### config.mk
export PLATFORM = sky130hd
export DESIGN_NAME = mtr_front
export DESIGN_NICKNAME = d
export VERILOG_FILES = /design/src/hdl/mtr_pkg.sv /design/src/hdl/mtr_front.sv
export SDC_FILE = /design/constraint.sdc
export NUM_CORES = 1
export LEC_CHECK = 0
export BUFFER_PORTS_ARGS = -buffer_cell sky130_fd_sc_hd__buf_2
export CORE_MARGIN = 2
export CORE_UTILIZATION = 23
export DETAILED_ROUTE_END_ITERATION = 10
export PLACE_DENSITY = 0.82
export SLEW_MARGIN = 10
export SYNTH_ARGS = -nofsm -noshare
export SYNTH_HDL_FRONTEND = slang
export SYNTH_SLANG_ARGS = --single-unit
### constraint.sdc
create_clock -name vclk -period 0.9
set_clock_uncertainty 0.2 [all_clocks]
set_input_delay 0.045 -clock vclk [all_inputs]
set_output_delay 0.045 -clock vclk [all_outputs]
set_load 0.02 [all_outputs]
### src/hdl/mtr_pkg.sv
// shared types and constants of the mersenne twister random unit
package mtr_pkg;

  // generator geometry
  parameter int unsigned StateDepth  = 624;
  parameter int unsigned ShiftOffset = 397;
  parameter int unsigned IdxW        = 10;
  parameter int unsigned WordW       = 32;
  parameter int unsigned ModW        = 64;
  parameter int unsigned DivCntW     = 5;

  // mt19937 constants
  parameter logic [WordW-1:0] InitMult    = 32'd1812433253;
  parameter logic [WordW-1:0] TwistMatrix = 32'h9908b0df;
  parameter logic [WordW-1:0] TemperB     = 32'h9d2c5680;
  parameter logic [WordW-1:0] TemperC     = 32'hefc60000;
  parameter logic [WordW-1:0] SeedReset   = 32'd5489;

  // index constants
  parameter logic [IdxW-1:0] LastWord = IdxW'(StateDepth - 1);
  parameter logic [IdxW-1:0] DepthIdx = IdxW'(StateDepth);

  // index of the last divider step
  parameter logic [DivCntW-1:0] DivLastStep = DivCntW'(WordW - 1);

  // request as classified by the front end
  typedef struct packed {
    logic             bypass;
    logic [WordW-1:0] divisor;
  } req_t;

  // job handed from the state engine to the divider
  typedef struct packed {
    logic             bypass;
    logic [WordW-1:0] divisor;
    logic [WordW-1:0] word;
  } job_t;

  // state engine sequencing
  typedef enum logic [2:0] {
    ST_SEED,
    ST_IDLE,
    ST_TW_LOAD,
    ST_TW_RUN,
    ST_DELIVER
  } core_state_e;

  // divider sequencing
  typedef enum logic [1:0] {
    DIV_IDLE,
    DIV_RUN,
    DIV_DONE
  } div_state_e;

endpackage

### src/hdl/mtr_front.sv
// input acceptance and modulus classification
module mtr_front (
  input  logic                          in_valid_i,
  input  logic [mtr_pkg::ModW-1:0]      modulus_i,
  input  logic                          q_full_i,
  output logic                          in_stall_o,
  output logic                          push_o,
  output mtr_pkg::req_t                 req_o
);

  // accept whenever the queue has room
  assign in_stall_o = q_full_i;
  assign push_o     = in_valid_i && !q_full_i;

  // zero or a modulus beyond 32 bits leaves the word unreduced
  always_comb begin
    req_o.bypass  = (modulus_i == '0) || (modulus_i[mtr_pkg::ModW-1:mtr_pkg::WordW] != '0);
    req_o.divisor = modulus_i[mtr_pkg::WordW-1:0];
  end

endmodule

* After elaboration in Yosys (flattened, before gate mapping) *
Index checks and enable logic that the tools add are counted.

word-level totals
  register bits = 0
  input bits = 66
  output and inout bits = 35

cells by class
  reductions and logical operators = 5

operators with widths
  cell                 number
  logical NOT 64 bit   1
  nonzero test 32 bit  1
  logical AND 1 bit    1
  logical NOT 1 bit    1
  logical OR 1 bit     1

* Longest topological paths before layout *
Gate-level depths: netlist of run 1.

  depth after elaboration = 2
  depth in mapped cells = 3
  gate-level depth less buffers = 3

* Worst setup path before layout of run 1 *
OpenSTA, ideal clock, no wires.

  path kind = input -> output
  from = input port modulus_i[24] (netlist name)
  to = output port req_o[32] (netlist name)
  arrival = 703 ps
  slack = -48 ps
  stages = 3
  path through = nor4_2 nand4_1 o211ai_2

RTL lines
  element          line            text
  start, declared  mtr_front.sv:4  input logic [mtr_pkg::ModW-1:0] modulus_i,
  end, declared    mtr_front.sv:8  output mtr_pkg::req_t req_o

==> results.json, run 1 <==
{
  "start_kind": "input port",
  "grt_max_degree": 3,
  "final_antenna_net_count": 0,
  "synth-simple-area-share_pct": 38.3,
  "portBuffers": 101,
  "mostFrequentLayoutCells": "buf_2 (93), nor4_1 (8), buf_6 (8), nor4_4 (4), nor4_2 (4)",
  "finalSetupViolCount": 1,
  "viasPerCell": 4.43,
  "core_area_um2": 1730,
  "synth-compound-area-share_pct": 2.97,
  "die_area_um2": 2190,
  "diodes": 0,
  "grt_antenna_before_repair": 0,
  "instances_no_fill": 148,
  "slew_headroom_pct": 84.5,
  "drc_errors": 0,
  "synth_top_family_by_area": "buffers and inverters",
  "endpoint_kind": "output port",
  "cap_violations": 0,
  "wl_mm": 1.76,
  "io_pins": 101,
  "syn_to_final_growth_pct": 94.7,
  "cp_slowest_cell": "nor4_1",
  "startpoint": "modulus_i[6]",
  "seq_cells": 0,
  "power_per_cell_area_nw_per_um2": 497,
  "seqPwrFrac_pct": 0,
  "violations": "setup timing",
  "worstPathMaxFanout": 2,
  "tightest_slew_ps": 230,
  "drtIter0Drc": 3,
  "fin_util_pct": 47.5,
  "start_util_pct": 24.4,
  "finalHoldViolations": 0,
  "endpoint": "req_o[32]",
  "whs_ps": 110,
  "power_leakage_uw": 0.000452,
  "num_rows": 15,
  "nets": 191,
  "swShare_pct": 53.2,
  "synthMuxAreaShare_pct": 0,
  "hold_buffers": 0,
  "drtPass1Iterations": 2,
  "synth.distinct_cells": 7,
  "hp-start": "modulus_i[30]",
  "seq_area_frac_synth_pct": 0,
  "internal_power_uw": 191,
  "drive_above_1_share_pct": 89.4,
  "ys_warn_count": 0,
  "synthAdderAreaFrac_pct": 0,
  "cpPeakStageDelay_ps": 260,
  "ir_drop_mv": 0.218,
  "die_w_um": 46.8,
  "placed_cells": 148,
  "fin_crit_sh_pct": 127,
  "crit_family": "simple AND/OR/NAND/NOR gates",
  "post-cts-setup-buffers": 0,
  "globalplace.congestion": 0.894,
  "multi_input_area_um2": 234,
  "final_common_cell": "buf_2",
  "pre_cts_slack_ps": -360,
  "seq_area_um2": 0,
  "critPathBufInv": 2,
  "post_drt_wl_per_cell_um": 11.9,
  "hold_class": "in -> out",
  "grt_pass1_wl_mm": 2.11,
  "arrival_ps": 900,
  "grt_pass1_vias": 583,
  "nFillCells": 177,
  "max_freq_mhz": 876,
  "finalPower_uw": 408,
  "status": "complete, but fails checks",
  "period_needed_ps": 1140,
  "via_count": 656,
  "track_usage_pct": 13.3,
  "path_cells": "buf_2, nor4_1, nand4_1, o211ai_2, buf_6",
  "die_h_um": 46.8,
  "setup_ws_ps": -241,
  "power.switching_uw": 217,
  "comb_power_share_pct": 100.0,
  "clockPowerShare_pct": 0,
  "synth_xor_area_share_pct": 0,
  "syn_avg_cell_area_um2": 7.67,
  "syn_inst": 55,
  "syn_nets": 121,
  "path_class": "in -> out",
  "syn-cell-area_um2": 422,
  "worstPathRequired_ps": 650,
  "grt_overflow": 0,
  "nClkBuffers": 0,
  "rsz0062_at_grt": "true",
  "dp_hpwl_mm": 1.64,
  "finalMaxSlewViolations": 0,
  "cp.depth": 5
}
-- area by class of cell --
| class | count | share of cell area, % |
|---|---|---|
| Multi-Input combinational cell | 22 | 28.5 |
| Tap cell | 25 | 3.81 |
| Timing Repair Buffer | 101 | 67.7 |
-- synthesized netlist by cell type, drive strengths merged --
cell	instances	area, um^2
nand4	2	12.5
buf	33	248
nor4	16	125
nor2b	1	6.26
o211ai	1	12.5
and4	2	17.5
-- per-layer routing --
metal | part of all wire, % | vias up | wire (um) | global-route usage [%]
li1 | - | 312 | - | -
met1 | 26 | 288 | 462 | 10.8
met2 | 62 | 56 | 1100 | 32.9
met3 | 11 | 0 | 202 | 1.15
met4 | 0 | 0 | 0 | 0
met5 | 0 | - | 0 | 0
-- stage by stage --
step / area [um^2] / setup TNS [ps]
CTS: 815 / -267
detailed placement: 711 / -360
global route: 821 / -345
finish: 821 / -241
floorplan: 422 / -47.8
global placement: 711 / -352
-- cells by family (layout without fill, tap and decap cells) --
logic type             after synthesis  in the layout
AO/OA/AOI/OAI                        1              1
AND/OR/NAND/NOR                     21             21
buffers and inverters               33            101
-- repair_timing --
action	in CTS	in global routing
setup endpoints to repair	1	1
pin swaps	9	1
resized for setup	16	1
-- power by group through the flow --
stage | Sequential, uW | Clock [uW] | Combinational (uW)
CTS | 0 | 0 | 408
global placement | 0 | 0 | 353
detailed placement | 0 | 0 | 364
floorplan | 0 | 0 | 234
finish | 0 | 0 | 408
global route | 0 | 0 | 437
-- how the worst min path moves through the flow --
stage                       to  slack, ps  depth (start not counted)
CTS                  req_o[30]        110                          2
detailed placement    req_o[6]        120                          2
finish               req_o[30]        110                          2
global placement    in_stall_o        120                          2
global route         req_o[30]        120                          2
floorplan               push_o        -30                          1
No activity file was read; power rests on OpenSTA's default activity.
==> run 2, diff against run 1 <==
Settings changed: BUFFER_PORTS_ARGS -buffer_cell sky130_fd_sc_hd__buf_2 to -buffer_cell sky130_fd_sc_hd__buf_4, MAX_ROUTING_LAYER from default to met4.
==> results.json, run 2 (same netlist as run 1, synthesis figures left out) <==
{
  "via_count": 669,
  "hold_class": "in -> out",
  "placed_cells": 151,
  "seq_area_um2": 0,
  "path_class": "in -> out",
  "globalplace.congestion": 0.818,
  "drtIter0Drc": 0,
  "worstPathRequired_ps": 650,
  "power_leakage_uw": 0.000551,
  "io_pins": 101,
  "portBuffers": 101,
  "viasPerCell": 4.43,
  "fin_crit_sh_pct": 128,
  "die_w_um": 46.8,
  "syn_to_final_growth_pct": 163,
  "instances_no_fill": 151,
  "die_h_um": 46.8,
  "nFillCells": 146,
  "tns_ps": -253,
  "nets": 194,
  "grt_pass1_vias": 630,
  "num_rows": 15,
  "finalMaxSlewViolations": 0,
  "track_usage_pct": 15.2,
  "post_drt_wl_per_cell_um": 12.8,
  "post-cts-setup-buffers": 0,
  "route.met3.wl_um": 209,
  "seq_cells": 0,
  "wl_met2_mm": 1.23,
  "core_area_um2": 1730,
  "grt_max_degree": 3,
  "period_needed_ps": 1150,
  "max_freq_mhz": 867,
  "met1_length_um": 491,
  "multi_input_area_um2": 262,
  "die_area_um2": 2190,
  "start_kind": "input port",
  "cap_violations": 0,
  "final_common_cell": "buf_4",
  "drtPass1Iterations": 1,
  "grt_pass1_wl_mm": 2.38,
  "dr.max_layer_used": "met3",
  "endpoint_kind": "output port",
  "wl_mm": 1.93,
  "nClkBuffers": 0,
  "worstPathMaxFanout": 2,
  "final_antenna_net_count": 0,
  "start_util_pct": 24.4,
  "pre_cts_slack_ps": -331,
  "arrival_ps": 910,
  "diodes": 0,
  "grt_overflow": 0,
  "violations": "setup timing",
  "hold_buffers": 0,
  "finalHoldViolations": 0,
  "power_per_cell_area_nw_per_um2": 500,
  "mostFrequentLayoutCells": "buf_4 (95), buf_6 (9), nor4_2 (6), nor4_4 (5), nor4_1 (5)",
  "grt_antenna_before_repair": 0,
  "fin_util_pct": 64.1,
  "tightest_slew_ps": 206,
  "status": "complete, but fails checks",
  "drc_errors": 0,
  "setup_ws_ps": -253,
  "slew_headroom_pct": 86.1,
  "finalSetupViolCount": 1,
  "ir_drop_mv": 0.330,
  "rsz0062_at_grt": "true",
  "drive_above_1_share_pct": 92.1
}
-- run 2: cell types whose count changed in the layout (fill, tap and decap cells not counted) --
cell,before,now
buf_4,0,95
nor4_1,8,5
buf_6,8,9
nor4_2,4,6
nor4_4,4,5
buf_2,93,0
-- run 2: path summary, 6_finish.rpt --
path,from,cells past startpoint,slack (ps),endpoint
worst min-delay path,modulus_i[10],2,90,req_o[10]
worst max-delay path,modulus_i[4],5,-250,req_o[32]
-- run 2: worst max-delay path: stages --
cell and delay, ps:
buf_4 120, nor4_4 250, nand4_1 140, o211ai_2 210, buf_6 140
-- run 2: power breakdown --
group / total, uW / switching [uW] / internal (uW)
clock: 0 / 0 / 0
sequential: 0 / 0 / 0
combinational: 553 / 234 / 319
-- run 2: through the flow --
step | cell area, um^2 | power, uW | hold slack (ps)
after global placement | 986 | 494 | 96.6
after CTS | 1090 | 545 | 87.6
after global routing | 1110 | 585 | 91.8
final | 1110 | 553 | 88.0
after floorplan | 422 | 234 | -31.9
after detailed placement | 986 | 503 | 97.9
-- run 2: area by class of cell --
cell class / count / share of cell area (%)
multi-input combinational: 22 / 23.6
tap: 25 / 2.82
timing repair buffer: 104 / 73.6
-- run 2: what timing repair did --
action | in CTS | in global routing
pin swaps | 10 | 2
endpoints found under the hold margin | 0 | 0
resized for setup | 18 | 3
endpoints found under the setup margin | 1 | 1
-- run 2: per-layer routing --
metal | GRT usage (%) | up-vias
met4 | 0 | 0
met2 | 36.7 | 56
met3 | 0 | 0
met1 | 12.6 | 296
li1 | - | 317
met5 | - | -
