**config.mk**
```make
export PLATFORM = sky130hd
export DESIGN_NAME = mtr_div
export DESIGN_NICKNAME = d
export VERILOG_FILES = /design/src/hdl/mtr_pkg.sv /design/src/hdl/mtr_div.sv
export SDC_FILE = /design/constraint.sdc
export NUM_CORES = 1
export LEC_CHECK = 0
export BUFFER_PORTS_ARGS = -buffer_cell sky130_fd_sc_hd__buf_4
export CAP_MARGIN = 20
export CORE_ASPECT_RATIO = 0.8
export CORE_UTILIZATION = 55
export CTS_CLUSTER_DIAMETER = 150
export DETAILED_ROUTE_END_ITERATION = 10
export GPL_TIMING_DRIVEN = 1
export HOLD_SLACK_MARGIN = 0.08
export PLACE_DENSITY = 0.77
export SLEW_MARGIN = 20
export SYNTH_ARGS = -nofsm -noshare
export SYNTH_HDL_FRONTEND = slang
export SYNTH_SLANG_ARGS = --single-unit
```
**constraint.sdc**
```tcl
create_clock -name clk_i -period 6.9 [get_ports clk_i]
set_input_delay 0.345 -clock clk_i [delete_from_list [all_inputs] [get_ports clk_i]]
set_output_delay 0.345 -clock clk_i [all_outputs]
set_load 0.05 [all_outputs]
```
**src/hdl/mtr_pkg.sv**
```systemverilog
// shared types and constants of the mersenne twister random unit
package mtr_pkg;

  // generator geometry
  parameter int unsigned StateDepth  = 624;
  parameter int unsigned ShiftOffset = 397;
  parameter int unsigned IdxW        = 10;
  parameter int unsigned WordW       = 32;
  parameter int unsigned ModW        = 64;
  parameter int unsigned DivCntW     = 5;

  // mt19937 constants
  parameter logic [WordW-1:0] InitMult    = 32'd1812433253;
  parameter logic [WordW-1:0] TwistMatrix = 32'h9908b0df;
  parameter logic [WordW-1:0] TemperB     = 32'h9d2c5680;
  parameter logic [WordW-1:0] TemperC     = 32'hefc60000;
  parameter logic [WordW-1:0] SeedReset   = 32'd5489;

  // index constants
  parameter logic [IdxW-1:0] LastWord = IdxW'(StateDepth - 1);
  parameter logic [IdxW-1:0] DepthIdx = IdxW'(StateDepth);

  // index of the last divider step
  parameter logic [DivCntW-1:0] DivLastStep = DivCntW'(WordW - 1);

  // request as classified by the front end
  typedef struct packed {
    logic             bypass;
    logic [WordW-1:0] divisor;
  } req_t;

  // job handed from the state engine to the divider
  typedef struct packed {
    logic             bypass;
    logic [WordW-1:0] divisor;
    logic [WordW-1:0] word;
  } job_t;

  // state engine sequencing
  typedef enum logic [2:0] {
    ST_SEED,
    ST_IDLE,
    ST_TW_LOAD,
    ST_TW_RUN,
    ST_DELIVER
  } core_state_e;

  // divider sequencing
  typedef enum logic [1:0] {
    DIV_IDLE,
    DIV_RUN,
    DIV_DONE
  } div_state_e;

endpackage

```
**src/hdl/mtr_div.sv**
```systemverilog
// radix-2 remainder unit with output register
module mtr_div (
  input  logic                       clk_i,
  input  logic                       rst_ni,
  input  logic                       start_i,
  input  mtr_pkg::job_t              job_i,
  output logic                       ready_o,
  output logic                       out_valid_o,
  input  logic                       out_stall_i,
  output logic [mtr_pkg::WordW-1:0]  value_o
);

  localparam int unsigned WordW = mtr_pkg::WordW;

  mtr_pkg::div_state_e st_q, st_d;
  logic [mtr_pkg::DivCntW-1:0] cnt_q;
  logic [WordW-1:0] rem_q, dvd_q, dsr_q;
  logic             byp_q;
  logic             out_valid_q;
  logic [WordW-1:0] value_q;

  logic [WordW:0]   trial;
  logic             fits;
  logic [WordW-1:0] rem_d;
  logic             slot_free;
  logic             load_out;

  // one remainder bit per cycle
  assign trial = {rem_q, dvd_q[WordW-1]};
  assign fits  = (trial >= {1'b0, dsr_q});
  assign rem_d = fits ? WordW'(trial - {1'b0, dsr_q}) : trial[WordW-1:0];

  assign slot_free = !out_valid_q || !out_stall_i;

  // next state
  always_comb begin
    st_d = st_q;
    unique case (st_q)
      mtr_pkg::DIV_IDLE: begin
        if (start_i) st_d = job_i.bypass ? mtr_pkg::DIV_DONE : mtr_pkg::DIV_RUN;
      end
      mtr_pkg::DIV_RUN: begin
        if (cnt_q == mtr_pkg::DivLastStep) st_d = mtr_pkg::DIV_DONE;
      end
      mtr_pkg::DIV_DONE: begin
        if (slot_free) st_d = mtr_pkg::DIV_IDLE;
      end
      default: st_d = mtr_pkg::DIV_IDLE;
    endcase
  end

  // handshake outputs
  always_comb begin
    ready_o  = (st_q == mtr_pkg::DIV_IDLE);
    load_out = (st_q == mtr_pkg::DIV_DONE) && slot_free;
  end

  // control and output valid
  always_ff @(posedge clk_i or negedge rst_ni) begin
    if (!rst_ni) begin
      st_q        <= mtr_pkg::DIV_IDLE;
      out_valid_q <= 1'b0;
    end else begin
      st_q <= st_d;
      if (load_out) begin
        out_valid_q <= 1'b1;
      end else if (!out_stall_i) begin
        out_valid_q <= 1'b0;
      end
    end
  end

  // operand and remainder registers
  always_ff @(posedge clk_i) begin
    if (st_q == mtr_pkg::DIV_IDLE && start_i) begin
      dvd_q <= job_i.word;
      dsr_q <= job_i.divisor;
      byp_q <= job_i.bypass;
      rem_q <= '0;
      cnt_q <= '0;
    end else if (st_q == mtr_pkg::DIV_RUN) begin
      rem_q <= rem_d;
      dvd_q <= dvd_q << 1;
      cnt_q <= cnt_q + mtr_pkg::DivCntW'(1);
    end
    if (load_out) value_q <= byp_q ? dvd_q : rem_q;
  end

  assign out_valid_o = out_valid_q;
  assign value_o     = value_q;

  // a finished remainder is below its divisor
  a_rem_range: assert property (@(posedge clk_i) disable iff (!rst_ni)
    (st_q == mtr_pkg::DIV_DONE && !byp_q) |-> rem_q < dsr_q)
    else $error("remainder not below divisor");

  // zero divisors never reach the iteration
  a_no_zero_div: assert property (@(posedge clk_i) disable iff (!rst_ni)
    (st_q == mtr_pkg::DIV_RUN) |-> dsr_q != '0)
    else $error("iteration with zero divisor");

endmodule

```
[Word-level counts from Yosys, hierarchy flattened]
Index checks and enable logic that the tools add are counted.
Word-level totals
  flip-flop bits (word level): 137
  input bits: 69
Cells by class
  $add $sub $neg: 2
  $lt $le $gt $ge: 1
  eq/ne operators: 7
  multiplexer cells: 11
  reduce and logical (&&, ||, !) cells: 8
Operators by type and width (count)
  two-way mux 32 bit: 4
  greater-or-equal comparator 33 x 32 -> 1 bit: 1
  subtractor 32 bit: 1
  two-way mux 2 bit: 4
  inequality test 2 bit, second input constant: 3
  case mux 2 bit (3 select lines): 1
  adder 5 x 1 -> 5 bit, second input constant: 1
  == test 5 bit, second input constant: 1
  AND reduction 3 bit: 1
  == test 2 x 1 -> 1 bit, second input constant: 1
  == test 2 bit, second input constant: 1
  logical AND 1 bit: 2
  zero test 1 bit: 2
  zero test 2 bit: 1
  two-way mux 1 bit: 2
  inequality test 2 x 1 -> 1 bit, second input constant: 1
  nonzero test 2 bit: 1
  logical OR 1 bit: 1

[Logic depth before layout (Yosys ltp)]
  depth in word-level cells: 4
  gate-level depth with buffers: 13
  depth with buffers taken out: 13

[Least setup slack after synthesis]
OpenSTA, ideal clock, no wires.
  path type: register -> register
  start: reg st_q[0]
  end: reg dvd_q[29] (data pin)
  arrival time: 3392 ps
  required time: 6639 ps
  setup slack: 3247 ps
  stages on the path, launching flop included: 7
  path buffers: 3
  clock period less this slack: 3653 ps
  cells stage by stage: dfrtp_1 nor2_1 and2_1 clkbuf_1 buf_1 clkbuf_1 mux2_2
On the way
  word-level cells in the longest chain between the ends: 3
Ends and longest elaborated chain
  start: declaration: RTL line mtr_div.sv:15  | mtr_pkg::div_state_e st_q, st_d;
  start signal: assignment: RTL line mtr_div.sv:61  | st_q <= mtr_pkg::DIV_IDLE;
  start signal: assignment: RTL line mtr_div.sv:64  | st_q <= st_d;
  zero test 2 bit
  net ready_o: RTL line mtr_div.sv:7  | output logic ready_o,
  logical AND 1 bit: RTL line mtr_div.sv:75  | if (st_q == mtr_pkg::DIV_IDLE && start_i) begin
  two-way mux 32 bit: RTL line mtr_div.sv:75
  end signal: assignment: RTL line mtr_div.sv:76  | dvd_q <= job_i.word;
  end signal: assignment: RTL line mtr_div.sv:83  | dvd_q <= dvd_q << 1;
  end: declaration: RTL line mtr_div.sv:17  | logic [WordW-1:0] rem_q, dvd_q, dsr_q;
The timed path passes the listed nets, and every way through them passes these cells.
A chain may end at the register's enable or synchronous reset.

[Worst setup path after layout]
  start: reg st_q[1]
  end: reg dvd_q[13] (enable)
On the way
  word-level cells in the longest chain between the ends: 3
Ends and longest elaborated chain (RTL line)
  zero test 2 bit: mtr_div.sv:75
  logical AND 1 bit: mtr_div.sv:75
  nonzero test 2 bit (no source line) *
Mark *: on every way between the ends. The rest lies on a longest branch, timed or not.

==> run metrics <==
synthesized instance count 602; total gr overflow 0; complex-gate fraction of the synthesized area 12.06%; remaining antenna violation count after routing 0; Max Fclk 316.5 MHz; Die Area 13310 um2; RePlAce Congestion 0.8638; drt total wl 15440 um; HPWL Detailed 10380 um; CP required 7000 ps; Worst Setup Start Kind flop; IO Pins 103; CTS tree done; Final period util 45.78%; main combinational cell family by area after synthesis multiplexers; post-synthesis adder-cell area fraction 6.304%; RSZ-0062 raised after global routing false; Layout fillers 915; Core Region 12340 um2; mapped cell area 7066 um2; max_slew headroom 39.39%; xor and xnor area share after synthesis 3.843%; Final Hold Viols 0; Synth async-reset ratio 2.190%; antenna violations before repair 0; Final Core Density 71.15%; final setup margin 3741 ps; max-slew violations 0; via count 5061; Num CTS Buffers 17; register area share after synthesis 52.77%; Overall Global Routing Usage 24.70%; PwrDens 458.0 nW/um2; Yosys reg bits 137; Mean Syn Cell Area 11.74 um2; Layout area overhead 24.28%; drt pass-1 iters 5; pin count of the biggest net entering global routing 73; CTS sink count 137; # rows 36; multiplexer share of the synthesized area 13.58%; most common cell after layout, fill and taps aside buf_4; CP most frequent cell buf_4; min-delay worst type in2reg; CP Capture Type flop; share of layout cells above drive strength 1 29.72%; CP Data Arrival Time 3260 ps; Vias/cell 5.574; fin nets 828; critical path class reg2reg; Max Cap Viol 0; Final Setup Violations 0; average wire per standard cell 17.01 um; clk slew on worst S/H paths 60 ps; first-pass GRT wire length 24630 um; cell with the largest stage delay on the worst path buf_4; die width 128.7 um; CP max stage delay 700 ps; crit-path max FO 72; crit-path cells nor2_1 > and2_2 > buf_4 > nor2_2 > buf_4 > inv_1 > buf_4; Fin Setup TNS 0 ps; Max IR drop VDD 0.0003665 V; Bufs and invs on worst path 4; WHS 92.38 ps; vias in the first global route 5017; Most used DFF post-synth edfxtp_1; initial drt markers 307; measured slew at the worst slew-check pin 909.1 ps; clk_lat worst skew 430 ps; htree depth 4; clock skew 13.11 ps; Port Buf Inserts 102; most frequent cells in the layout buf_4 (110), edfxtp_1 (97), mux2_2 (63); Crit path max-delay family buffers and inverters; R2R setup slack 3740 ps; Die Y 103.4 um; post-synthesis cell type count 59; post-CTS resize count 0; Longest Clk Path Bufs 2; status finished, final reports clean; Post-synth EDFFs 97; syn nets 706; ANT cells 0; Post-Place Worst Slack 3647 ps; Leak 0.003668 uW; initial core utilization 57.25%; DRC viols 0; Ys Warns 0; Synth Area in Simple Gates 7.685%; minimum clock period 3159 ps; root buf cell clkbuf_16
cell usage after synthesis (2+ instances only):
cell type  count  area, um2
edfxtp_1      97       2913
mux2_2        63      709.4
nand2_1       61      229.0
inv_1         39      146.4
dfxtp_1       37      740.7
ha_1          34      425.4
a21oi_1       28      140.1
o21ai_1       27      135.1
mux2i_1       25      250.2
nor2_1        20      75.07
o21ai_0       20      100.1
xnor2_1       17      148.9
xor2_1        14      122.6
a21o_1        12      90.09
clkbuf_1      11      41.29
and3_1         7      43.79
buf_1          6      22.52
nand3_1        6      30.03
nand2b_1       5      31.28
nor2b_1        5      31.28
o2bb2a_1       5      50.05
a31oi_1        4      25.02
buf_6          4      45.04
nand4_1        4      25.02
a21boi_0       3      22.52
dfrtp_1        3      75.07
nor3_1         3      15.01
o21a_1         3      22.52
o21bai_1       3      22.52
a211oi_1       2      15.01
a221oi_1       2      17.52
and2_1         2      12.51
buf_2          2      10.01
o2111ai_1      2      17.52
o22ai_1        2      12.51
report_power, final:
| part | internal [uW] | leakage (uW) | switching [uW] |
|---|---|---|---|
| registers | 1240 | 0.00126 | 168 |
| logic | 716 | 0.00210 | 942 |
| clock network | 611 | 0.000301 | 349 |
flip-flops by register name (all words and copies together), names as in the netlist:
signal	cells
dvd_q	32
dsr_q	32
rem_q	32
value_o	32
cnt_q	5
st_q	2
out_valid_o	1
byp_q	1
final cells by class:
class | count | area [um2] | share of cell area, %
inverter | 39 | 146.4 | 1.667
timing repair buffer | 126 | 985.9 | 11.23
clock buffer | 19 | 442.9 | 5.044
multi-input combinational | 403 | 3087 | 35.15
tap | 171 | 214.0 | 2.437
sequential | 137 | 3729 | 42.46
clock inverter | 13 | 176.4 | 2.009
path summary, 6_finish.rpt:
path | start | endpoint | depth (start not counted)
max | st_q[1] | dvd_q[13] | 7
min | job_i[54] | dsr_q[22] | 1
max reg2reg | st_q[1] | dvd_q[13] | 7
min reg2reg | rem_q[10] | rem_q[10] | 2
max in group asynchronous | rst_ni | st_q[0] | 2
min in group asynchronous | rst_ni | out_valid_o | 2
routing by layer:
metal,global-route usage [%],routed length (um),vias up
met5,0,0,-
li1,-,-,2445
met1,32.94,7260,2443
met2,39.46,7155,161
met4,8.869,138,0
met3,6.224,886,12
stage by stage:
| stage | total power (uW) | std cells | instance area, um2 |
|---|---|---|---|
| global route | 4270 | 908 | 8781 |
| finish | 4022 | 908 | 8781 |
| CTS | 4033 | 900 | 8701 |
| detailed placement | 3047 | 860 | 8001 |
| global placement | 2991 | 860 | 8001 |
| floorplan | 2652 | 602 | 7066 |
repair_timing:
item,CTS,global route
hold buffers,8,8
buffers inserted,0,0
hold endpoints to repair,10,8
kinds of logic after synthesis:
family,count (synthesis)
AO/OA/AOI/OAI,130
AND/OR/NAND/NOR,119
XOR/XNOR,31
flip-flops,137
buffers and inverters,62
multiplexers,88
adder cells (fa/ha/maj),35
Note: power is estimated with default switching activity, not from simulation.
