File: src/hdl/mtr_pkg.sv
// shared types and constants of the mersenne twister random unit
package mtr_pkg;

  // generator geometry
  parameter int unsigned StateDepth  = 624;
  parameter int unsigned ShiftOffset = 397;
  parameter int unsigned IdxW        = 10;
  parameter int unsigned WordW       = 32;
  parameter int unsigned ModW        = 64;
  parameter int unsigned DivCntW     = 5;

  // mt19937 constants
  parameter logic [WordW-1:0] InitMult    = 32'd1812433253;
  parameter logic [WordW-1:0] TwistMatrix = 32'h9908b0df;
  parameter logic [WordW-1:0] TemperB     = 32'h9d2c5680;
  parameter logic [WordW-1:0] TemperC     = 32'hefc60000;
  parameter logic [WordW-1:0] SeedReset   = 32'd5489;

  // index constants
  parameter logic [IdxW-1:0] LastWord = IdxW'(StateDepth - 1);
  parameter logic [IdxW-1:0] DepthIdx = IdxW'(StateDepth);

  // index of the last divider step
  parameter logic [DivCntW-1:0] DivLastStep = DivCntW'(WordW - 1);

  // request as classified by the front end
  typedef struct packed {
    logic             bypass;
    logic [WordW-1:0] divisor;
  } req_t;

  // job handed from the state engine to the divider
  typedef struct packed {
    logic             bypass;
    logic [WordW-1:0] divisor;
    logic [WordW-1:0] word;
  } job_t;

  // state engine sequencing
  typedef enum logic [2:0] {
    ST_SEED,
    ST_IDLE,
    ST_TW_LOAD,
    ST_TW_RUN,
    ST_DELIVER
  } core_state_e;

  // divider sequencing
  typedef enum logic [1:0] {
    DIV_IDLE,
    DIV_RUN,
    DIV_DONE
  } div_state_e;

endpackage

File: src/hdl/mtr_queue.sv
// short request queue between front end and state engine
module mtr_queue #(
  parameter int unsigned DEPTH = 2
) (
  input  logic          clk_i,
  input  logic          rst_ni,
  input  logic          push_i,
  input  mtr_pkg::req_t req_i,
  input  logic          pop_i,
  output mtr_pkg::req_t head_o,
  output logic          valid_o,
  output logic          full_o
);

  localparam int unsigned PtrW = $clog2(DEPTH);
  localparam int unsigned CntW = $clog2(DEPTH + 1);
  localparam logic [PtrW-1:0] LastPtr = PtrW'(DEPTH - 1);
  localparam logic [CntW-1:0] FullCnt = CntW'(DEPTH);

  mtr_pkg::req_t  entry_q [DEPTH];
  logic [PtrW-1:0] wr_ptr_q, wr_ptr_d;
  logic [PtrW-1:0] rd_ptr_q, rd_ptr_d;
  logic [CntW-1:0] cnt_q, cnt_d;

  assign head_o  = entry_q[rd_ptr_q];
  assign valid_o = (cnt_q != '0);
  assign full_o  = (cnt_q == FullCnt);

  // pointer and fill count update
  always_comb begin
    wr_ptr_d = wr_ptr_q;
    rd_ptr_d = rd_ptr_q;
    cnt_d    = cnt_q;
    if (push_i) begin
      wr_ptr_d = (wr_ptr_q == LastPtr) ? '0 : wr_ptr_q + PtrW'(1);
    end
    if (pop_i) begin
      rd_ptr_d = (rd_ptr_q == LastPtr) ? '0 : rd_ptr_q + PtrW'(1);
    end
    if (push_i && !pop_i) begin
      cnt_d = cnt_q + CntW'(1);
    end else if (pop_i && !push_i) begin
      cnt_d = cnt_q - CntW'(1);
    end
  end

  always_ff @(posedge clk_i or negedge rst_ni) begin
    if (!rst_ni) begin
      wr_ptr_q <= '0;
      rd_ptr_q <= '0;
      cnt_q    <= '0;
    end else begin
      wr_ptr_q <= wr_ptr_d;
      rd_ptr_q <= rd_ptr_d;
      cnt_q    <= cnt_d;
    end
  end

  // entry storage
  always_ff @(posedge clk_i) begin
    if (push_i) begin
      entry_q[wr_ptr_q] <= req_i;
    end
  end

  // fill count never passes the depth
  a_cnt_bound: assert property (@(posedge clk_i) disable iff (!rst_ni)
    cnt_q <= FullCnt)
    else $error("queue fill count above depth");

  // a pop always has an entry behind it
  a_pop_valid: assert property (@(posedge clk_i) disable iff (!rst_ni)
    pop_i |-> cnt_q != '0)
    else $error("queue popped while empty");

endmodule

File: config.mk
export PLATFORM = sky130hd
export DESIGN_NAME = mtr_queue
export DESIGN_NICKNAME = d
export VERILOG_FILES = /design/src/hdl/mtr_pkg.sv /design/src/hdl/mtr_queue.sv
export SDC_FILE = /design/constraint.sdc
export NUM_CORES = 1
export LEC_CHECK = 0
export ABC_AREA = 1
export ABC_CLOCK_PERIOD_IN_PS = 2360
export BUFFER_PORTS_ARGS = -buffer_cell sky130_fd_sc_hd__buf_4
export CELL_PAD_IN_SITES_DETAIL_PLACEMENT = 1
export CELL_PAD_IN_SITES_GLOBAL_PLACEMENT = 2
export CORE_MARGIN = 2
export CORE_UTILIZATION = 34
export CTS_CLUSTER_DIAMETER = 60
export CTS_CLUSTER_SIZE = 10
export DETAILED_ROUTE_END_ITERATION = 16
export HOLD_SLACK_MARGIN = 0.06
export PLACE_DENSITY = 0.82
export SLEW_MARGIN = 20
export SYNTH_ARGS = -nofsm -noshare
export SYNTH_HDL_FRONTEND = slang
export SYNTH_SLANG_ARGS = --single-unit
File: constraint.sdc
create_clock -name clk_i -period 2.36 [get_ports clk_i]
set_clock_uncertainty 0.1 [all_clocks]
set_input_delay 0.236 -clock clk_i [delete_from_list [all_inputs] [get_ports clk_i]]
set_output_delay 0.236 -clock clk_i [all_outputs]
set_load 0.05 [all_outputs]
After elaboration in Yosys (flattened, before gate mapping)
Memories as Yosys holds them, arrays and structs flattened.
Index checks and enable logic that the tools add are counted.

operators by class
  reduce and logical (&&, ||, !) cells = 6
  multiplexer cells = 6
  $add $sub $neg = 4
  equality and inequality tests = 1

operators by type and width
  cell                                                                count
  1-bit two-way mux                                                   4
  2-bit two-way mux                                                   2
  2-bit nonzero test                                                  2
  1-bit adder, second input constant                                  2
  2-bit by 1-bit adder with 2-bit output, second input constant       1
  2-bit == test, second input constant                                1
  1-bit logical AND                                                   2
  1-bit zero test                                                     2
  2-bit by 1-bit subtractor with 2-bit output, second input constant  1

word-level totals
  logic and storage cells = 21
  memories = 1
  flip-flop bits (word level) = 4
  memory bits (writable) = 66
  output and inout port bits = 35

memory list
  memory   depth  width  rd ports  clocked after Yosys merged registers in  write ports  line             text
  entry_q  2      33     1         0                                        1            mtr_queue.sv:20  mtr_pkg::req_t entry_q [DEPTH];

Depth between registers and ports, before layout
Gate-level depths: netlist of the first run.

  depth after elaboration = 4
  mapped depth = 7
  depth with buffers taken out = 7

Worst setup path after synthesis of the first run
No wires, ideal clock.

  kind = reg-to-reg
  from = register wr_ptr_q
  to = memory entry_q[0][0] (netlist bit), enable pin
  path slack = 30 ps
  library setup time = 424 ps
  stages on the path, launching flop included = 2
  arrival time = 1806 ps
  data required time = 1836 ps
  cell sequence = dfrtp_1 -> nor2_1

RTL lines
  what                      line             text
  start: declaration        mtr_queue.sv:21  logic [PtrW-1:0] wr_ptr_q, wr_ptr_d;
  start signal: assignment  mtr_queue.sv:53  wr_ptr_q <= wr_ptr_d;
  end: declaration          mtr_queue.sv:20

Straight into the memory's write port.

==> impl_results.html, run 1 <==
<table>
<tr><th>Metric</th><th>Value</th></tr>
<tr><th colspan="2">Global routing</th></tr>
<tr><td>Fraction of met2 tracks used by global routing</td><td>0.2095</td></tr>
<tr><td>Initial antenna violation count</td><td>0</td></tr>
<tr><td>Met1 capacity usage during global routing</td><td>0.1433</td></tr>
<tr><td>Total gr overflow</td><td>0</td></tr>
<tr><td>GRT Overall Usage</td><td>0.1233</td></tr>
<tr><td>Global route hottest layer</td><td>met2</td></tr>
<tr><td>Number of global-route vias before repair</td><td>about 1600</td></tr>
<tr><td>Met3 routing resource usage after global routing</td><td>0.04013</td></tr>
<tr><td>Wire length of the first global-routing pass</td><td>7886 microns</td></tr>
<tr><td>Maximum number of pins on one net before global-route repair</td><td>30</td></tr>
<tr><th colspan="2">Route</th></tr>
<tr><td>Average routed wire per standard cell</td><td>roughly 15 microns</td></tr>
<tr><td>Post-DRT Antenna Nets</td><td>0</td></tr>
<tr><td>Total DRC errors in the routed layout</td><td>0</td></tr>
<tr><td>Number of vias per cell after detailed routing</td><td>around 4.3</td></tr>
<tr><td>Total detailed-routing wirelength</td><td>between 5000 and 6000 microns</td></tr>
<tr><td>Total number of vias</td><td>roughly 1500</td></tr>
<tr><td>DR iter-0 viols</td><td>between 60 and 70</td></tr>
<tr><td>Pre-antenna DRT Iters</td><td>4</td></tr>
<tr><th colspan="2">Place</th></tr>
<tr><td>DP Worst Slack</td><td>0.5131 ns</td></tr>
<tr><td>Final HPWL DP</td><td>about 3400 microns</td></tr>
<tr><td>Number of port buffers</td><td>71</td></tr>
<tr><td>Placer congestion estimate</td><td>about 0.69</td></tr>
<tr><td>Placed cell count</td><td>300</td></tr>
<tr><th colspan="2">Clock network</th></tr>
<tr><td>Deepest level of the CTS H-tree</td><td>3</td></tr>
<tr><td>Clock Sinks</td><td>70</td></tr>
<tr><td>Post-cts repair resize count</td><td>0</td></tr>
<tr><td>Longest Clk Path Bufs</td><td>2</td></tr>
<tr><td>Master cell of the clock root buffer</td><td>clkbuf_8</td></tr>
<tr><td>Clock transition time at the flip-flop clock pins of the worst setup and hold paths</td><td>~0.07 ns</td></tr>
<tr><td>Clock tree from TritonCTS</td><td>yes</td></tr>
<tr><td>Post-CTS setup buffer count</td><td>0</td></tr>
<tr><td>Clock buffer count from CTS</td><td>9</td></tr>
<tr><td>Later-pin clock latency in the skew report</td><td>approximately 0.33 ns</td></tr>
<tr><th colspan="2">Worst setup path</th></tr>
<tr><td>Worst Path Class, Setup</td><td>flip-flop to primary output</td></tr>
<tr><td>Kind of end point of the critical path</td><td>primary output</td></tr>
<tr><td>Data required, critical path</td><td>between 2 and 2.5 ns</td></tr>
<tr><td>Count of cells along the worst register-to-register path</td><td>3</td></tr>
<tr><td>Critical path startpoint category</td><td>flip-flop</td></tr>
<tr><td>Critical path fanouts, max</td><td>18</td></tr>
<tr><td>Data arrival at the endpoint of the critical path</td><td>around 1.9 ns</td></tr>
<tr><th colspan="2">Timing</th></tr>
<tr><td>Slew Limit Headroom</td><td>0.6045</td></tr>
<tr><td>Pins Over Slew Limit</td><td>0</td></tr>
<tr><td>Hold violation total from the final report</td><td>0</td></tr>
<tr><td>Final setup vio count</td><td>0</td></tr>
<tr><td>Final Critical Period</td><td>between 2 and 2.5 ns</td></tr>
<tr><td>Actual transition at the worst max-transition pin</td><td>~0.6 ns</td></tr>
<tr><td>Smallest setup slack after layout</td><td>0.1525 ns</td></tr>
<tr><td>RSZ-0062 raised after global routing</td><td>no</td></tr>
<tr><td>Total Neg Setup Slack</td><td>0 ns</td></tr>
<tr><td>Post-route fraction of the period consumed by the critical path</td><td>0.9354</td></tr>
<tr><td>Top achievable clock speed</td><td>between 0.4 and 0.5 GHz</td></tr>
<tr><th colspan="2">Logic synthesis</th></tr>
<tr><td>Number of flops mapped to enable cells by yosys</td><td>66</td></tr>
<tr><td>Leading area contributor after synthesis</td><td>edfxtp_1</td></tr>
<tr><td>Post-synth design cell area</td><td>about 2700 sq um</td></tr>
<tr><td>Sequential-to-total area share from yosys stat</td><td>0.7598</td></tr>
<tr><td>Most frequently used cell type in the post-synthesis netlist</td><td>edfxtp_1</td></tr>
<tr><td>Area share of the largest cell type after synthesis</td><td>0.7233</td></tr>
<tr><td>Leading cell types by count after synthesis</td><td>edfxtp_1 (66), mux2_4 (29), inv_1 (7)</td></tr>
<tr><td>Number of synthesis warnings</td><td>0</td></tr>
<tr><td>Synth Register Bits</td><td>70</td></tr>
<tr><td>Gate count of the mapped netlist</td><td>approximately 130</td></tr>
<tr><td>Asr flop ratio synth</td><td>0.05714</td></tr>
<tr><td>Ranking of synthesized cells by area</td><td>edfxtp_1 (72%), mux2_4 (16%), dfrtp_1 (3.7%), buf_12 (2.2%), mux2_2 (1.6%)</td></tr>
<tr><td>Distinct cell type count of the synthesized netlist</td><td>14</td></tr>
<tr><td>Post-Synthesis Net Count</td><td>about 170</td></tr>
<tr><td>Synthesized area per cell</td><td>approximately 21 sq um</td></tr>
<tr><td>Primary FF master, synth</td><td>edfxtp_1</td></tr>
<tr><th colspan="2">Die</th></tr>
<tr><td>Die extent in x</td><td>about 94 microns</td></tr>
<tr><td>Die Footprint</td><td>just under 9000 sq um</td></tr>
<tr><td>Number of rows in the core area</td><td>32</td></tr>
<tr><td>Number of placed I/O pins</td><td>approximately 70</td></tr>
<tr><td>Starting density of the core</td><td>0.3528</td></tr>
<tr><td>Die H</td><td>around 94 microns</td></tr>
<tr><td>Core box area</td><td>between 7000 and 8000 sq um</td></tr>
<tr><th colspan="2">Power and ir drop</th></tr>
<tr><td>Sequential fraction of design power</td><td>0.360</td></tr>
<tr><td>Leakage dissipation</td><td>between 1.5 and 2 nW</td></tr>
<tr><td>Switching power as a share of total power</td><td>0.3866</td></tr>
<tr><td>Power per unit of standard cell area</td><td>around 1300 nW/um^2</td></tr>
<tr><td>Power spent charging and discharging nets</td><td>0.001953 W</td></tr>
<tr><td>Cell-internal power</td><td>between 0.003 and 0.004 W</td></tr>
<tr><td>PnR Total Power</td><td>0.005051 W</td></tr>
<tr><td>Clock network fraction of design power</td><td>0.201</td></tr>
<tr><td>Part of the power in combinational logic</td><td>0.439</td></tr>
<tr><td>Largest vdd supply drop</td><td>619.0 uV</td></tr>
<tr><th colspan="2">Cells and area</th></tr>
<tr><td>Layout cells sized above 1</td><td>0.4960</td></tr>
<tr><td>Final Non-Filler Cells</td><td>about 350</td></tr>
<tr><td># diodes</td><td>0</td></tr>
<tr><td>Layout Utilization</td><td>0.5081</td></tr>
<tr><td>Area overhead of the layout relative to synthesis</td><td>44.02%</td></tr>
<tr><td>Final net count</td><td>283</td></tr>
<tr><th colspan="2">Status</th></tr>
<tr><td>Outcome</td><td>finished clean</td></tr>
<tr><th colspan="2">Flow run</th></tr>
<tr><td>Number of maximum-capacitance violations</td><td>0</td></tr>
<tr><th colspan="2">Worst hold path</th></tr>
<tr><td>Class of the worst hold path</td><td>input pin to asynchronous set/reset pin</td></tr>
</table>
flip-flops by register name, summed over array words and instances, names as in the netlist:
register  cells
entry_q      66
cnt_q         2
rd_ptr_q      1
wr_ptr_q      1
metal layers:
| layer | share of wire | up-vias |
|---|---|---|
| li1 | - | 715 |
| met1 | 0.42 | 722 |
| met2 | 0.50 | 56 |
| met3 | 0.065 | 8 |
| met4 | 0.016 | 0 |
| met5 | 0 | - |
layout by cell type, fill, tap and decap left out:
cell type and n:
nand2_1 6, nor2_4 1, dlygate4sd3_1 36, dfrtp_2 1, mux2_2 4, mux2_4 29
xnor2_1 1, clkinvlp_4 2, clkbuf_8 9, xor2_1 2, buf_4 73, nor2_1 1
inv_1 7, bufinv_16 2, clkinv_2 2, nand4_1 1, ha_1 1, nand3_1 1
dfrtp_1 3, clkinv_1 1, edfxtp_1 66, buf_12 1
power groups by stage:
stage               clock (W)  sequential [W]  combinational (W)
floorplan                   0         0.00174            0.00179
global placement            0         0.00183            0.00217
detailed placement          0         0.00185            0.00219
CTS                   0.00104         0.00182            0.00224
global route          0.00108         0.00184            0.00232
finish                0.00101         0.00182            0.00222
critical path: stages (launching register included):
cell and delay [ns]:
dfrtp_2 0.75, buf_12 0.26, mux2_4 0.32, buf_4 0.19
through the flow:
stage               hold WS, ns  cell area [sq um]
finish                   0.1286               3946
global route             0.1220               3946
CTS                      0.1084               3946
detailed placement     -0.06507               3373
global placement       -0.06221               3373
floorplan               -0.1596               2740
final cells by class:
type,instances,area [sq um]
clock inverters,7,88.84
well taps,102,127.6
inverters,7,26.28
repair buffers,110,928.4
flip-flops and latches,70,2083
clock buffers,9,123.9
fillers,764,3821
multi-input cells,47,568.0
worst paths after layout:
kind	start	endpoint	slack, ns
min	rst_ni	wr_ptr_q	0.13
min in group clk_i	cnt_q[1]	cnt_q[1]	0.40
max	rd_ptr_q	head_o[22]	0.15
min reg2reg	cnt_q[1]	cnt_q[1]	0.40
max reg2reg	wr_ptr_q	entry_q[1][29]	0.84
max in group asynchronous	rst_ni	rd_ptr_q	1.92
cells by family after synthesis:
family        after synthesis  share of synthesized area
xor+xnor                    3                   0.009591
fa+ha+maj                   1                   0.004565
buf+inv                    11                    0.03562
flops                      70                     0.7598
mux                        33                     0.1753
simple gates               10                    0.01507
what timing repair did:
item	in CTS	in global routing
endpoints found under the setup margin	0	0
hold endpoints to repair	72	0
hold buffers	36	0
Power figures use the tool's default switching activity.
==> run 2: changes to the inputs <==
ABC_CLOCK_PERIOD_IN_PS = 2200   (was 2360)
CORE_UTILIZATION = 38   (was 34)
PLACE_DENSITY = 0.87   (was 0.82)
clock period = 2.2 ns   (was 2.36 ns; I/O delays follow)
==> run 2 against run 1 <==
Compared with the run above: worst setup slack got worse by 0.035 ns; worst hold slack got worse by 0.015 ns; critical path depth did not move; power rose by 4.7%; first-iteration DRC count rose by 19%; wire length rose by 0.15%; combinational power rose by 7%; non-clock buffer count rose by 2; final area fell by 0.63%; cell count fell by 1.4%; flip-flop and latch count did not move; largest power group unchanged.
==> impl_results.html, run 2 (synthesized netlist as in run 1, its figures left out) <==
<table>
<tr><th>Metric</th><th>Value</th></tr>
<tr><th colspan="2">Place</th></tr>
<tr><td>Placer congestion estimate</td><td>0.6857 (was 0.6856)</td></tr>
<tr><td>Placed cell count</td><td>296 (was 300)</td></tr>
<tr><td>Final HPWL DP</td><td>3475 microns (was 3416 microns)</td></tr>
<tr><td>Number of port buffers</td><td>71 (unchanged)</td></tr>
<tr><td>Placed cell areas</td><td>3381 sq um (was 3373 sq um)</td></tr>
<tr><th colspan="2">Route</th></tr>
<tr><td>Average routed wire per standard cell</td><td>15.50 microns (was 15.26 microns)</td></tr>
<tr><td>Total detailed-routing wirelength</td><td>5380 microns (was 5372 microns)</td></tr>
<tr><td>Total number of vias</td><td>1511 (was 1501)</td></tr>
<tr><td>Number of vias per cell after detailed routing</td><td>4.354 (was 4.264)</td></tr>
<tr><td>Total DRC errors in the routed layout</td><td>0 (unchanged)</td></tr>
<tr><td>Post-DRT Antenna Nets</td><td>0 (unchanged)</td></tr>
<tr><td>DR iter-0 viols</td><td>80 (was 67)</td></tr>
<tr><td>Pre-antenna DRT Iters</td><td>3 (was 4)</td></tr>
<tr><th colspan="2">Die</th></tr>
<tr><td>Starting density of the core</td><td>0.3989 (was 0.3528)</td></tr>
<tr><td>Die Footprint</td><td>7906 sq um (was 8794 sq um)</td></tr>
<tr><td>Number of placed I/O pins</td><td>72 (unchanged)</td></tr>
<tr><td>Core box area</td><td>6869 sq um (was 7767 sq um)</td></tr>
<tr><td>Number of rows in the core area</td><td>30 (was 32)</td></tr>
<tr><td>Die extent in x</td><td>88.92 microns (was 93.78 microns)</td></tr>
<tr><td>Die H</td><td>88.92 microns (was 93.78 microns)</td></tr>
<tr><th colspan="2">Worst setup path</th></tr>
<tr><td>Kind of end point of the critical path</td><td>primary output (unchanged)</td></tr>
<tr><td>Data required, critical path</td><td>1.88 ns (was 2.02 ns)</td></tr>
<tr><td>CP peak stage delay</td><td>0.68 ns (was 0.75 ns)</td></tr>
<tr><td>Critical path fanouts, max</td><td>21 (was 18)</td></tr>
<tr><td>Worst Path Class, Setup</td><td>flip-flop to primary output (unchanged)</td></tr>
<tr><td>Data arrival at the endpoint of the critical path</td><td>1.76 ns (was 1.87 ns)</td></tr>
<tr><td>Critical path startpoint category</td><td>flip-flop (unchanged)</td></tr>
<tr><td>CP top delay family</td><td>flip-flops (unchanged)</td></tr>
<tr><td>Sum of buffers and inverters on the critical path</td><td>2 (unchanged)</td></tr>
<tr><td>Crit-path slowest cell</td><td>dfrtp_4 (was dfrtp_2)</td></tr>
<tr><td>Crit path cell chain</td><td>buf_12, mux2_4, buf_4 (unchanged)</td></tr>
<tr><th colspan="2">Cells and area</th></tr>
<tr><td>Commonest non-fill, non-tap cells in the layout</td><td>buf_4 (75), edfxtp_1 (66), dlygate4sd3_1 (36), mux2_4 (29), clkbuf_8 (9) (was buf_4 (73), edfxtp_1 (66), dlygate4sd3_1 (36), mux2_4 (29), clkbuf_8 (9))</td></tr>
<tr><td>Most common cell after layout, fill and taps aside</td><td>buf_4 (unchanged)</td></tr>
<tr><td>Area overhead of the layout relative to synthesis</td><td>43.10% (was 44.02%)</td></tr>
<tr><td>Final Non-Filler Cells</td><td>347 (was 352)</td></tr>
<tr><td>Layout Utilization</td><td>0.5709 (was 0.5081)</td></tr>
<tr><td># diodes</td><td>0 (unchanged)</td></tr>
<tr><td>Final net count</td><td>285 (was 283)</td></tr>
<tr><td>Layout cells sized above 1</td><td>0.4900 (was 0.4960)</td></tr>
<tr><td>Register with the highest flop count</td><td>entry_q (unchanged)</td></tr>
<tr><td>Largest registers in the final layout</td><td>entry_q: 66 flops, cnt_q: 2 flops (unchanged)</td></tr>
<tr><td>Cell area after layout</td><td>3921 sq um (was 3946 sq um)</td></tr>
<tr><td>Largest register FFs</td><td>66 (unchanged)</td></tr>
<tr><th colspan="2">Power and ir drop</th></tr>
<tr><td>Leakage dissipation</td><td>1.607 nW (was 1.612 nW)</td></tr>
<tr><td>PnR Total Power</td><td>0.005288 W (was 0.005051 W)</td></tr>
<tr><td>Largest vdd supply drop</td><td>677.6 uV (was 619.0 uV)</td></tr>
<tr><td>Power per unit of standard cell area</td><td>1349 nW/um^2 (was 1280 nW/um^2)</td></tr>
<tr><th colspan="2">Clock network</th></tr>
<tr><td>Master cell of the clock root buffer</td><td>clkbuf_8 (unchanged)</td></tr>
<tr><td>Deepest level of the CTS H-tree</td><td>3 (unchanged)</td></tr>
<tr><td>Clock tree from TritonCTS</td><td>yes (unchanged)</td></tr>
<tr><td>Clock buffer count from CTS</td><td>9 (unchanged)</td></tr>
<tr><td>Longest Clk Path Bufs</td><td>2 (unchanged)</td></tr>
<tr><td>Clock Sinks</td><td>70 (unchanged)</td></tr>
<tr><td>Clock transition time at the flip-flop clock pins of the worst setup and hold paths</td><td>0.07 ns (about the same)</td></tr>
<tr><td>Post-CTS setup buffer count</td><td>0 (unchanged)</td></tr>
<tr><td>Later-pin clock latency in the skew report</td><td>0.34 ns (was 0.33 ns)</td></tr>
<tr><th colspan="2">Worst hold path</th></tr>
<tr><td>Class of the worst hold path</td><td>input pin to asynchronous set/reset pin (unchanged)</td></tr>
<tr><th colspan="2">Timing</th></tr>
<tr><td>Final setup vio count</td><td>0 (unchanged)</td></tr>
<tr><td>Slew Limit Headroom</td><td>0.6885 (was 0.6045)</td></tr>
<tr><td>Actual transition at the worst max-transition pin</td><td>0.4661 ns (was 0.5932 ns)</td></tr>
<tr><td>RSZ-0062 raised after global routing</td><td>no (unchanged)</td></tr>
<tr><td>Hold violation total from the final report</td><td>0 (unchanged)</td></tr>
<tr><td>Post-route fraction of the period consumed by the critical path</td><td>0.9467</td></tr>
<tr><td>Final Critical Period</td><td>2.083 ns</td></tr>
<tr><td>Top achievable clock speed</td><td>0.4802 GHz</td></tr>
<tr><td>Pins Over Slew Limit</td><td>0 (unchanged)</td></tr>
<tr><td>Total Neg Setup Slack</td><td>0 ns (unchanged)</td></tr>
<tr><th colspan="2">Flow run</th></tr>
<tr><td>Number of maximum-capacitance violations</td><td>0 (unchanged)</td></tr>
<tr><th colspan="2">Global routing</th></tr>
<tr><td>Initial antenna violation count</td><td>0 (unchanged)</td></tr>
<tr><td>GRT Overall Usage</td><td>0.1468 (was 0.1233)</td></tr>
<tr><td>Maximum number of pins on one net before global-route repair</td><td>22 (was 30)</td></tr>
<tr><td>Wire length of the first global-routing pass</td><td>8259 microns (was 7886 microns)</td></tr>
<tr><td>Total gr overflow</td><td>0 (unchanged)</td></tr>
<tr><td>Number of global-route vias before repair</td><td>1700 (was 1579)</td></tr>
<tr><th colspan="2">Status</th></tr>
<tr><td>Outcome</td><td>finished clean (unchanged)</td></tr>
</table>
==> run 2: changes by cell type in the layout (fill, tap and decap cells not counted) <==
| cell | change |
|---|---|
| buf_4 | +2 |
| bufinv_16 | -1 |
| clkinv_1 | +2 |
| clkinv_2 | -1 |
| clkinvlp_4 | -1 |
| dfrtp_2 | -1 |
| dfrtp_4 | +1 |
==> run 2: where the power goes <==
| group | internal [W] | switching (W) |
|---|---|---|
| registers | 0.00178 | 0.000189 |
| clock network | 0.000503 | 0.000438 |
| logic | 0.000931 | 0.00145 |
| total | 0.00321 | 0.00207 |
==> run 2: layer usage <==
layer  global-route usage  up-vias  part of all wire
li1                     -      718                 -
met1               0.1637      734              0.40
met2               0.2598       55              0.54
met3              0.04801        4             0.055
met4              0.05785        0             0.011
met5                    0        -                 0
==> run 2: path summary, 6_finish.rpt <==
check | start | cells past startpoint | endpoint | slack [ns]
max in group asynchronous | rst_ni | 2 | rd_ptr_q | 1.77
min in group clk_i | cnt_q[1] | 2 | cnt_q[1] | 0.39
max reg2reg | wr_ptr_q | 2 | entry_q[0][29] | 0.64
max | rd_ptr_q | 3 | head_o[26] | 0.12
min | rst_ni | 2 | cnt_q[0] | 0.11
min reg2reg | cnt_q[1] | 2 | cnt_q[1] | 0.39
==> run 2: layout make-up <==
| type | count | area, sq um |
|---|---|---|
| fillers | 645 | 2948 |
| well taps | 96 | 120.1 |
| multi-input cells | 47 | 568.0 |
| flip-flops and latches | 70 | 2086 |
| repair buffers | 112 | 943.4 |
| inverters | 7 | 26.28 |
| clock inverters | 6 | 53.80 |
| clock buffers | 9 | 123.9 |
==> run 2: metrics by stage <==
step | hold WS (ns) | setup slack [ns]
global route | 0.1025 | 0.04648
CTS | 0.09949 | 0.09730
floorplan | -0.1756 | 0.4097
global placement | -0.07775 | 0.3469
finish | 0.1137 | 0.1174
detailed placement | -0.07492 | 0.3245
==> run 2: timing repair <==
item	4_1_cts	5_1_grt
hold buffers	36	0
gates resized for setup	1	0
hold endpoints to repair	72	0
setup endpoints to repair	14	0
